==> config.mk <==
export PLATFORM = sky130hd
export DESIGN_NAME = circular_deque
export DESIGN_NICKNAME = d
export VERILOG_FILES = /design/src/sv/cdq_pkg.sv /design/src/sv/cdq_ram.sv /design/src/sv/circular_deque.sv
export SDC_FILE = /design/constraint.sdc
export NUM_CORES = 1
export LEC_CHECK = 0
export ABC_CLOCK_PERIOD_IN_PS = 9800
export BUFFER_PORTS_ARGS = -buffer_cell sky130_fd_sc_hd__buf_2
export CAP_MARGIN = 20
export CORE_ASPECT_RATIO = 0.5
export CORE_MARGIN = 1
export CORE_UTILIZATION = 55
export DETAILED_ROUTE_END_ITERATION = 16
export GPL_ROUTABILITY_DRIVEN = 0
export PLACE_DENSITY = 0.72
export SYNTH_ARGS = -nofsm -noshare
export SYNTH_HDL_FRONTEND = slang
export SYNTH_SLANG_ARGS = --single-unit
==> constraint.sdc <==
create_clock -name clock -period 9.8 [get_ports clock]
set_clock_uncertainty 0.05 [all_clocks]
set_input_delay 0 -clock clock [delete_from_list [all_inputs] [get_ports clock]]
set_output_delay 0 -clock clock [all_outputs]
set_load 0.05 [all_outputs]
==> src/sv/cdq_pkg.sv <==
`timescale 1ns / 1ps
// ----------------------------------------------------------------------------
// Circular deque package
// Transaction types, operation codes and constants shared by the deque files.
// ----------------------------------------------------------------------------
package cdq_pkg;

   localparam int FUNC_W  = 3;
   localparam int WORD_W  = 32;
   localparam int CAP_W   = 5;
   localparam int COUNT_W = 5;

   localparam int DEPTH_DEFAULT = 16;
   localparam int CAP_RESET     = 16;

   localparam logic [FUNC_W-1:0] FUNC_PUSH_FRONT = 3'd0;
   localparam logic [FUNC_W-1:0] FUNC_PUSH_BACK  = 3'd1;
   localparam logic [FUNC_W-1:0] FUNC_POP_FRONT  = 3'd2;
   localparam logic [FUNC_W-1:0] FUNC_POP_BACK   = 3'd3;
   localparam logic [FUNC_W-1:0] FUNC_QUERY      = 3'd4;

   localparam logic signed [WORD_W-1:0] EMPTY_WORD = -32'sd1;

   typedef struct packed {
      logic [FUNC_W-1:0]        func;
      logic signed [WORD_W-1:0] value;
   } req_type;

   typedef struct packed {
      logic                     accepted;
      logic signed [WORD_W-1:0] front_value;
      logic signed [WORD_W-1:0] rear_value;
      logic                     is_empty;
      logic                     is_full;
      logic [COUNT_W-1:0]       entry_count;
   } rsp_type;

endpackage

==> src/sv/cdq_ram.sv <==
`timescale 1ns / 1ps
// ----------------------------------------------------------------------------
// Generic RAM
// One write port and two read ports, with registered read data.
// ----------------------------------------------------------------------------
module cdq_ram #(
   parameter int WIDTH = 32,
   parameter int DEPTH = 16
) (
   input  logic                     clock,
   input  logic                     wr_en,
   input  logic [$clog2(DEPTH)-1:0] wr_addr,
   input  logic [WIDTH-1:0]         wr_data,
   input  logic [$clog2(DEPTH)-1:0] rd_addr_a,
   output logic [WIDTH-1:0]         rd_data_a,
   input  logic [$clog2(DEPTH)-1:0] rd_addr_b,
   output logic [WIDTH-1:0]         rd_data_b
);

   logic [WIDTH-1:0] mem_ff [DEPTH];

   always_ff @(posedge clock) begin
      if (wr_en) begin
         mem_ff[wr_addr] <= wr_data;
      end
      rd_data_a <= mem_ff[rd_addr_a];
      rd_data_b <= mem_ff[rd_addr_b];
   end

endmodule

==> src/sv/circular_deque.sv <==
`timescale 1ns / 1ps
// ----------------------------------------------------------------------------
// Circular deque
// Bounded double-ended queue of signed words held in a ring RAM.
//
//   Channel   Ports                         Handshake
//   request   start, busy, req_data         start high and busy low
//   response  rsp_valid, rsp_data           one-cycle strobe, no back-pressure
//   config    csr_valid, csr_ready, csr_data  valid and ready both high
//
// A transaction is taken in every cycle and its response appears in the next
// cycle, set by the registered read of the ring RAM.
// Reset is synchronous; no clearing pass is needed.
// busy never rises, and the response side cannot stall.
// ----------------------------------------------------------------------------
module circular_deque #(
   parameter int DEPTH = cdq_pkg::DEPTH_DEFAULT
) (
   input  logic                         clock,
   input  logic                         reset,
   input  logic                         start,
   output logic                         busy,
   input  cdq_pkg::req_type             req_data,
   output logic                         rsp_valid,
   output cdq_pkg::rsp_type             rsp_data,
   input  logic                         csr_valid,
   output logic                         csr_ready,
   input  logic [cdq_pkg::CAP_W-1:0]    csr_data
);

   localparam int IDX_W    = $clog2(DEPTH);
   localparam int CNT_W    = $clog2(DEPTH + 1);
   localparam int CAP_INIT = (cdq_pkg::CAP_RESET > DEPTH) ? DEPTH : cdq_pkg::CAP_RESET;

   logic [CNT_W-1:0] cap_ff, cap_in;
   logic [IDX_W-1:0] front_ff, front_in;
   logic [IDX_W-1:0] back_ff, back_in;
   logic [CNT_W-1:0] count_ff, count_in;
   logic             rsp_valid_ff;
   logic             ok_ff, ok_in;
   logic             byp_front_ff, byp_front_in;
   logic             byp_back_ff, byp_back_in;
   logic signed [cdq_pkg::WORD_W-1:0] word_ff;

   logic             accept;
   logic             cfg_write;
   logic             wr_en;
   logic [IDX_W-1:0] wr_addr;
   logic [IDX_W-1:0] front_up, front_down, back_up, back_down;
   logic [cdq_pkg::WORD_W-1:0] rd_front, rd_back;
   logic [31:0]      cap_raw;

   assign busy      = 1'b0;
   assign csr_ready = 1'b1;
   assign accept    = start && !busy;
   assign cfg_write = csr_valid && csr_ready;

   always_comb begin
      cap_raw = {{(32 - cdq_pkg::CAP_W){1'b0}}, csr_data};
      if (cap_raw == 32'd0) begin
         cap_raw = 32'd1;
      end
      if (cap_raw > 32'(DEPTH)) begin
         cap_raw = 32'(DEPTH);
      end
      cap_in = CNT_W'(cap_raw);
   end

   assign front_up   = ((CNT_W'(front_ff) + CNT_W'(1)) >= cap_ff) ? '0 : front_ff + IDX_W'(1);
   assign front_down = (front_ff == '0) ? IDX_W'(cap_ff - CNT_W'(1)) : front_ff - IDX_W'(1);
   assign back_up    = ((CNT_W'(back_ff) + CNT_W'(1)) >= cap_ff) ? '0 : back_ff + IDX_W'(1);
   assign back_down  = (back_ff == '0) ? IDX_W'(cap_ff - CNT_W'(1)) : back_ff - IDX_W'(1);

   always_comb begin
      front_in = front_ff;
      back_in  = back_ff;
      count_in = count_ff;
      ok_in    = 1'b0;
      wr_en    = 1'b0;
      wr_addr  = front_ff;
      if (accept) begin
         case (req_data.func)
            cdq_pkg::FUNC_PUSH_FRONT, cdq_pkg::FUNC_PUSH_BACK: begin
               if (count_ff < cap_ff) begin
                  if (count_ff == '0) begin
                     back_in = front_ff;
                     wr_addr = front_ff;
                  end else if (req_data.func == cdq_pkg::FUNC_PUSH_FRONT) begin
                     front_in = front_down;
                     wr_addr  = front_down;
                  end else begin
                     back_in = back_up;
                     wr_addr = back_up;
                  end
                  wr_en    = 1'b1;
                  count_in = count_ff + CNT_W'(1);
                  ok_in    = 1'b1;
               end
            end
            cdq_pkg::FUNC_POP_FRONT, cdq_pkg::FUNC_POP_BACK: begin
               if (count_ff != '0) begin
                  if (req_data.func == cdq_pkg::FUNC_POP_FRONT) begin
                     front_in = front_up;
                  end else begin
                     back_in = back_down;
                  end
                  count_in = count_ff - CNT_W'(1);
                  ok_in    = 1'b1;
               end
            end
            cdq_pkg::FUNC_QUERY: begin
               ok_in = 1'b1;
            end
            default: begin
               ok_in = 1'b0;
            end
         endcase
      end
      byp_front_in = wr_en && (wr_addr == front_in);
      byp_back_in  = wr_en && (wr_addr == back_in);
   end

   cdq_ram #(
      .WIDTH(cdq_pkg::WORD_W),
      .DEPTH(DEPTH)
   ) u_ram (
      .clock    (clock),
      .wr_en    (wr_en),
      .wr_addr  (wr_addr),
      .wr_data  (req_data.value),
      .rd_addr_a(front_in),
      .rd_data_a(rd_front),
      .rd_addr_b(back_in),
      .rd_data_b(rd_back)
   );

   always_ff @(posedge clock) begin
      if (reset) begin
         cap_ff       <= CNT_W'(CAP_INIT);
         front_ff     <= '0;
         back_ff      <= '0;
         count_ff     <= '0;
         rsp_valid_ff <= 1'b0;
      end else if (cfg_write) begin
         cap_ff       <= cap_in;
         front_ff     <= '0;
         back_ff      <= '0;
         count_ff     <= '0;
         rsp_valid_ff <= 1'b0;
      end else begin
         front_ff     <= front_in;
         back_ff      <= back_in;
         count_ff     <= count_in;
         rsp_valid_ff <= accept;
      end
      ok_ff        <= ok_in;
      byp_front_ff <= byp_front_in;
      byp_back_ff  <= byp_back_in;
      word_ff      <= req_data.value;
   end

   assign rsp_valid = rsp_valid_ff;

   always_comb begin
      rsp_data.accepted    = ok_ff;
      rsp_data.is_empty    = (count_ff == '0);
      rsp_data.is_full     = (count_ff == cap_ff);
      rsp_data.entry_count = cdq_pkg::COUNT_W'(count_ff);
      if (count_ff == '0) begin
         rsp_data.front_value = cdq_pkg::EMPTY_WORD;
         rsp_data.rear_value  = cdq_pkg::EMPTY_WORD;
      end else begin
         rsp_data.front_value = byp_front_ff ? word_ff : $signed(rd_front);
         rsp_data.rear_value  = byp_back_ff ? word_ff : $signed(rd_back);
      end
   end

endmodule

==> Yosys cells after proc, flatten, opt, wreduce, memory -nomap -nowiden <==
Memory sizes are Yosys's and may differ from the RTL's. A register that Yosys moved wholly into a read port is not among the register bits.
Index checks and enable logic that the tools add are counted.
{ "word_totals": {"out_inout_bits": 75, "ramBits": 512, "elab_cells": 83, "inputBits": 44, "regBits": 54, "memories": 1} }
{ "mem_list": {"columns": ["memory", "depth", "word_bits", "read_ports", "rd_ports_with_merged_regs", "wr", "line_no", "source"], "rows": [
  ["u_ram.mem_ff", 16, 32, 2, 2, 1, "cdq_ram.sv:20", "logic [WIDTH-1:0] mem_ff [DEPTH];"]
]} }
{ "classes": {"addsub": 9, "eq_ne": 9, "n_lt_le_gt_ge": 4, "n_reduce_logical": 13, "mux": 38} }
{ "op_table": {"columns": ["cell", "count"], "rows": [
  ["$mux 4", 21],
  ["$mux 32", 2],
  ["$mux 64", 1],
  ["$mux 5", 4],
  ["$pmux 4 s2", 2],
  ["$sub 4x1->4 const B", 3],
  ["$add 4x1->5 const B", 2],
  ["$ge 5x5->1", 2],
  ["$logic_not 5->1", 2],
  ["$pmux 5 s2", 1],
  ["$add 4x1->4 const B", 2],
  ["$eq 4x4->1", 2],
  ["$logic_not 4->1", 2],
  ["$eq 3x2->1 const B", 2],
  ["$mux 1", 6],
  ["$reduce_or 2->1", 3],
  ["$add 5x1->5 const B", 1],
  ["$eq 5x5->1", 1],
  ["$gt 5x5->1 const B", 1],
  ["$lt 5x5->1", 1],
  ["$reduce_bool 5->1", 1],
  ["$sub 5x1->5 const B", 1],
  ["$ne 2x2->1 const B", 2],
  ["$reduce_and 4->1", 1],
  ["6 further kinds", 7]
]} }

==> Logic depth before layout (Yosys ltp) <==
{ "depth": {"depth_word": 10, "ltp_mapped": 15} }

==> By module <==
From an unflattened synthesis, not the netlist that was laid out.
{ "unflattened": {"cells_unflattened": 1599, "hier_area_um2": 28100.7} }
{ "modules_own_cells": {"columns": ["module", "instances", "area_each_um2", "seq_area_each_um2", "cells_each"], "rows": [
  ["cdq_ram", 1, 24188.2, 16656.0, 1141],
  ["circular_deque", 1, 3912.5, 1081.0, 458]
]} }

==> Worst setup path after synthesis <==
No wires, ideal clock.
{ "synth_timing": {"path_kind": "register -> register", "start": "register count_ff[1]", "end": "memory u_ram.mem_ff[15][0] (enable)", "t_required_ps": 9289, "arrival_time_ps": 4728, "setup_slack_ps": 4561, "setup_time_ps": 461, "path_stages_with_launch": 8, "synth_period_minus_slack_ps": 5239, "path_cell_list": "dfxtp_1 ha_1 nor2b_1 o21ai_0 nand4_1 a311oi_1 nand2_1 nor3_1"} }
{ "synth_via": {"elab_chain_len": 6, "word_cells_on_any_way": 11, "cone_classes": "order compare (1); mux (9); reduce/logical (1)"} }
{ "synth_lines": {"columns": ["element", "line_no", "source"], "rows": [
  ["start: declaration", "circular_deque.sv:38", "logic [CNT_W-1:0] count_ff, count_in;"],
  ["start signal: assignment", "circular_deque.sv:153", "count_ff <= count_in;"],
  ["$lt 5x5->1", "circular_deque.sv:84", "if (count_ff < cap_ff) begin"],
  ["$mux 1", "circular_deque.sv:84", null],
  ["$mux 1", "circular_deque.sv:82", "case (req_data.func)"],
  ["$mux 1", "circular_deque.sv:81", "if (accept) begin"],
  ["$mux 1", "cdq_ram.sv:23", "if (wr_en) begin"],
  ["$mux 1 (not written as such)", "cdq_ram.sv:24", "mem_ff[wr_addr] <= wr_data;"],
  ["end: declaration", "cdq_ram.sv:20", null]
]} }
Parallel ways exist; a longest one is shown, timed or not.

==> Worst setup path in the final report <==
{ "layout_timing": {"start": "register back_ff[0]", "end": "register u_ram.rd_data_b[14], read port of u_ram.mem_ff"} }
{ "layout_via": {"elab_chain_len": 8, "word_cells_on_any_way": 14, "cone_classes": "add/sub (3); order compare (1); mux (9); reduce/logical (1)"} }
{ "layout_lines": {"columns": ["element", "line_no", "source"], "rows": [
  ["start: declaration", "circular_deque.sv:37", "logic [IDX_W-1:0] back_ff, back_in;"],
  ["start signal: assignment", "circular_deque.sv:152", "back_ff <= back_in;"],
  ["$add 4x1->5", "circular_deque.sv:71", "assign back_up = ((CNT_W'(back_ff) + CNT_W'(1)) >= cap_ff) ? '0 : back_ff + IDX_W'(1);"],
  ["$ge 5x5->1", "circular_deque.sv:71", null],
  ["$mux 4", "circular_deque.sv:71", null],
  ["$mux 4", "circular_deque.sv:88", "end else if (req_data.func == cdq_pkg::FUNC_PUSH_FRONT) begin"],
  ["$mux 4", "circular_deque.sv:85", "if (count_ff == '0) begin"],
  ["$mux 4", "circular_deque.sv:84", null],
  ["$pmux 4 s2", "circular_deque.sv:82", null],
  ["$mux 4 (*)", "circular_deque.sv:81", null],
  ["end: declaration", "cdq_ram.sv:17", "output logic [WIDTH-1:0] rd_data_b"]
]} }
Every way passes the cells marked *; elsewhere a longest branch is shown, timed or not.
A chain may end at the register's enable or synchronous reset.

==> metrics <==
outcome=finished with violations; violated checks=design-rule violations; Slew Limit Fails=0; Max Cap Viol=0; DRC viols=2; Resize count post-CTS=0; antenna cell count=0; Critical Path Start=back_ff[0]; slew margin rel.=25.57%; DR top layer=met4; cell area power density=164.9 nW/µm²; first-pass GRT wire length=112,600 µm; Area growth, synth to finish=12.76%; hpwl dp=42,000 µm; largest cells by area after synthesis=edfxtp_1 (52%), mux2i_1 (10%), mux4_2 (9.8%), dfxtp_1 (8.0%), a211oi_1 (3.4%); Synth top area share=52.36%; Pleak=12.13 nW; syn_nets=2,025; Max clock buf depth=3; DR WL met2=35,770 µm; maximum vdd ir drop=0.1075 mV; Yosys cell types=61; Die H=165.4 µm; crit path time final=5233 ps; CTS tree=built; fmax=191.1 MHz; TNS Setup=0 ps; Vias=18,827; post-synth top area cell=edfxtp_1; Worst-path clk slew=70 ps; ys flop type=edfxtp_1; drt total wl=76,940 µm; M1 WL=32,330 µm; yosys warns=0; clock root cell=clkbuf_16; worst hold slack=28.55 ps; Crit path buffers/inverters=2; Core ar.=52,340 µm²; vias in the first global route=18,266; final core occ=63.26%; RSZ-0062 raised after global routing=no; H-tree depth=2; period utilization=53.40%; metal3 WL=6960 µm; CP max stage delay=920 ps; Syn Area/Cell=15.00 µm²; worst slew pin tran=1110 ps; I/O Buffers=116; Routed Antenna Nets=0; fin area=33,110 µm²; r2r endpoint=u_ram.rd_data_b[14]; die footprint=54,370 µm²; Filler cells=3,697; Mapped Area=29,360 µm²; Hold WC Path Type=input pin to flip-flop; CTS Hold Bufs=53; final net count=2,148; first drt pass iteration count=11; cell count after synthesis=1,957; Crit Path Class=flip-flop to flip-flop; Crit-path slowest cell=buf_4; post-CTS setup repair buffer count=0; reg2reg path depth=13; cts bufs inserted=54; Worst Setup Start Kind=flip-flop; average wire per standard cell=27.22 µm; reg2reg setup slack=4570 ps; CTS sink cnt=630; crit path cell chain=ha_1 > xor2_1 > ha_1 > a211oi_1 > o21ai_1 > a211oi_1 > o211ai_1 > a221oi_4 > buf_4 > buf_4 > mux4_2 > mux2i_1 > mux2i_1; Iteration-0 DRC Markers=2,035; Fin. Hold Viols=0; Vias/cell=6.662; Seq/Total Area, Yosys=60.41%; Data arrival, critical path=5630 ps; final setup vio count=0; Crit Path Max Fanout=66; EDFF count, synth=512; Worst setup endpoint=u_ram.rd_data_b[14]; gr ovfl total=0; Clock Latency Late Sink=600 ps; worst r2r src=back_ff[0]; largest net degree at the start of global routing=135; GRT Total Usage=28.18%; asr flop ratio synth=0%; Worst path top cell family by delay=buffers and inverters; ratio of cells with drive above 1 in the final layout=22.12%; Die X-Extent=328.8 µm; data required time of the worst path=10,190 ps; num rows=59; Starting Density=56.10%; FF+latch count, synth=630; Worst Setup End Kind=flip-flop; Area after DPL=30,730 µm²; boundary pin count=119; antenna violations before repair=0; Worst path depth=13
## cells by family (layout without fill, tap and decap cells)
kind of cell / Yosys count / after routing / synth area share (%)
other: 2 / 2 / 0.02558
DFF: 630 / 630 / 60.41
buffers and inverters: 235 / 403 / 3.511
adders and majority gates: 24 / 24 / 1.048
xor gates and xnor gates: 18 / 18 / 0.5369
AOI/OAI and AO/OA: 273 / 273 / 7.078
muxes: 487 / 487 / 22.33
and+or+nand+nor: 288 / 288 / 5.067
## metal layers
metal / track usage (%) / up-vias
li1: - / 8040
met1: 40.09 / 9684
met2: 45.37 / 955
met3: 4.467 / 148
met4: 7.822 / 0
met5: 0 / -
## worst min-delay path by stage
stage                           start           to  slack [ps]  cells after the start
after global placement          reset    cap_ff[0]         180                      2
after CTS                   csr_valid    rsp_valid           2                      3
after floorplan           req_data[0]   word_ff[0]         -20                      0
after global routing        csr_valid  count_ff[4]          60                      3
final                       csr_valid    rsp_valid          30                      3
after detailed placement        reset   back_ff[0]         180                      2
## cells in the final DEF, fill, tap and decap left out, drive strengths merged, types with 17 or more instances in the layout
| cell type | Yosys | final |
|---|---|---|
| clkbuf | 82 | 81 |
| ha | 23 | 23 |
| nor2 | 41 | 41 |
| dfxtp | 118 | 118 |
| inv | 84 | 84 |
| a22o | 65 | 65 |
| a211oi | 132 | 132 |
| mux2i | 295 | 295 |
| nor4 | 103 | 103 |
| mux4 | 128 | 128 |
| mux2 | 64 | 64 |
| nand2 | 91 | 91 |
| buf | 69 | 165 |
| dlygate4sd3 | 0 | 53 |
| a21oi | 17 | 17 |
| edfxtp | 512 | 512 |
## area by class of cell
type	count	area, µm²	area share, %
Sequential cell	630	17740	53.58
Multi-Input combinational cell	1092	10840	32.73
Clock buffer	81	1545	4.667
Timing Repair Buffer	218	1504	4.542
Tap cell	701	877.1	2.649
Inverter	84	315.3	0.9523
Clock inverter	20	292.8	0.8843
## registers in the layout (all words and copies together), names as in the netlist
name             count
u_ram.mem_ff       512
front_ff             4
rsp_valid            1
cap_ff               5
u_ram.rd_data_a     32
back_ff              4
u_ram.rd_data_b     32
ok_ff                1
byp_front_ff         1
byp_back_ff          1
count_ff             5
word_ff             32
## where the power goes
part | switching (W) | leakage [nW] | internal (W)
clock | 0.000962 | 0.893 | 0.00128
sequential | 0.0000134 | 5.59 | 0.00292
combinational | 0.000187 | 5.64 | 0.000102
total | 0.00116 | 12.1 | 0.00430
## metrics by stage
step,setup slack (ps),instances,total power [W]
3_3_place_gp,4724,2670,0.003257
3_5_place_dp,4690,2670,0.003261
2_1_floorplan,4561,1957,0.003164
5_1_grt,4272,2826,0.005597
6_report,4567,2826,0.005460
4_1_cts,4639,2824,0.005476
## synthesized netlist by cell type, types with 6 or more instances
| cell type | n |
|---|---|
| edfxtp_1 | 512 |
| xor2_1 | 8 |
| clkbuf_1 | 82 |
| mux4_2 | 128 |
| o21ai_0 | 9 |
| dfxtp_1 | 118 |
| nand2_1 | 91 |
| xnor2_1 | 10 |
| mux2i_1 | 295 |
| nor2b_1 | 6 |
| buf_2 | 47 |
| buf_6 | 7 |
| buf_4 | 10 |
| a31oi_1 | 7 |
| a211oi_1 | 132 |
| ha_1 | 23 |
| nand3_1 | 8 |
| mux2_2 | 62 |
| nor3_1 | 10 |
| nor2_1 | 41 |
| inv_1 | 83 |
| a21oi_1 | 17 |
| a22o_1 | 65 |
| o211ai_1 | 8 |
| nor4_1 | 101 |
| nand2b_1 | 7 |
## worst reg2reg max path: cells and delay by family (launching register included)
family	cells	cell delay, ps
fa+ha+maj	2	560
mux	3	850
compound gates	5	1330
buf+inv	2	1540
flops	1	520
xor+xnor	1	240
Power figures use the tool's default switching activity.
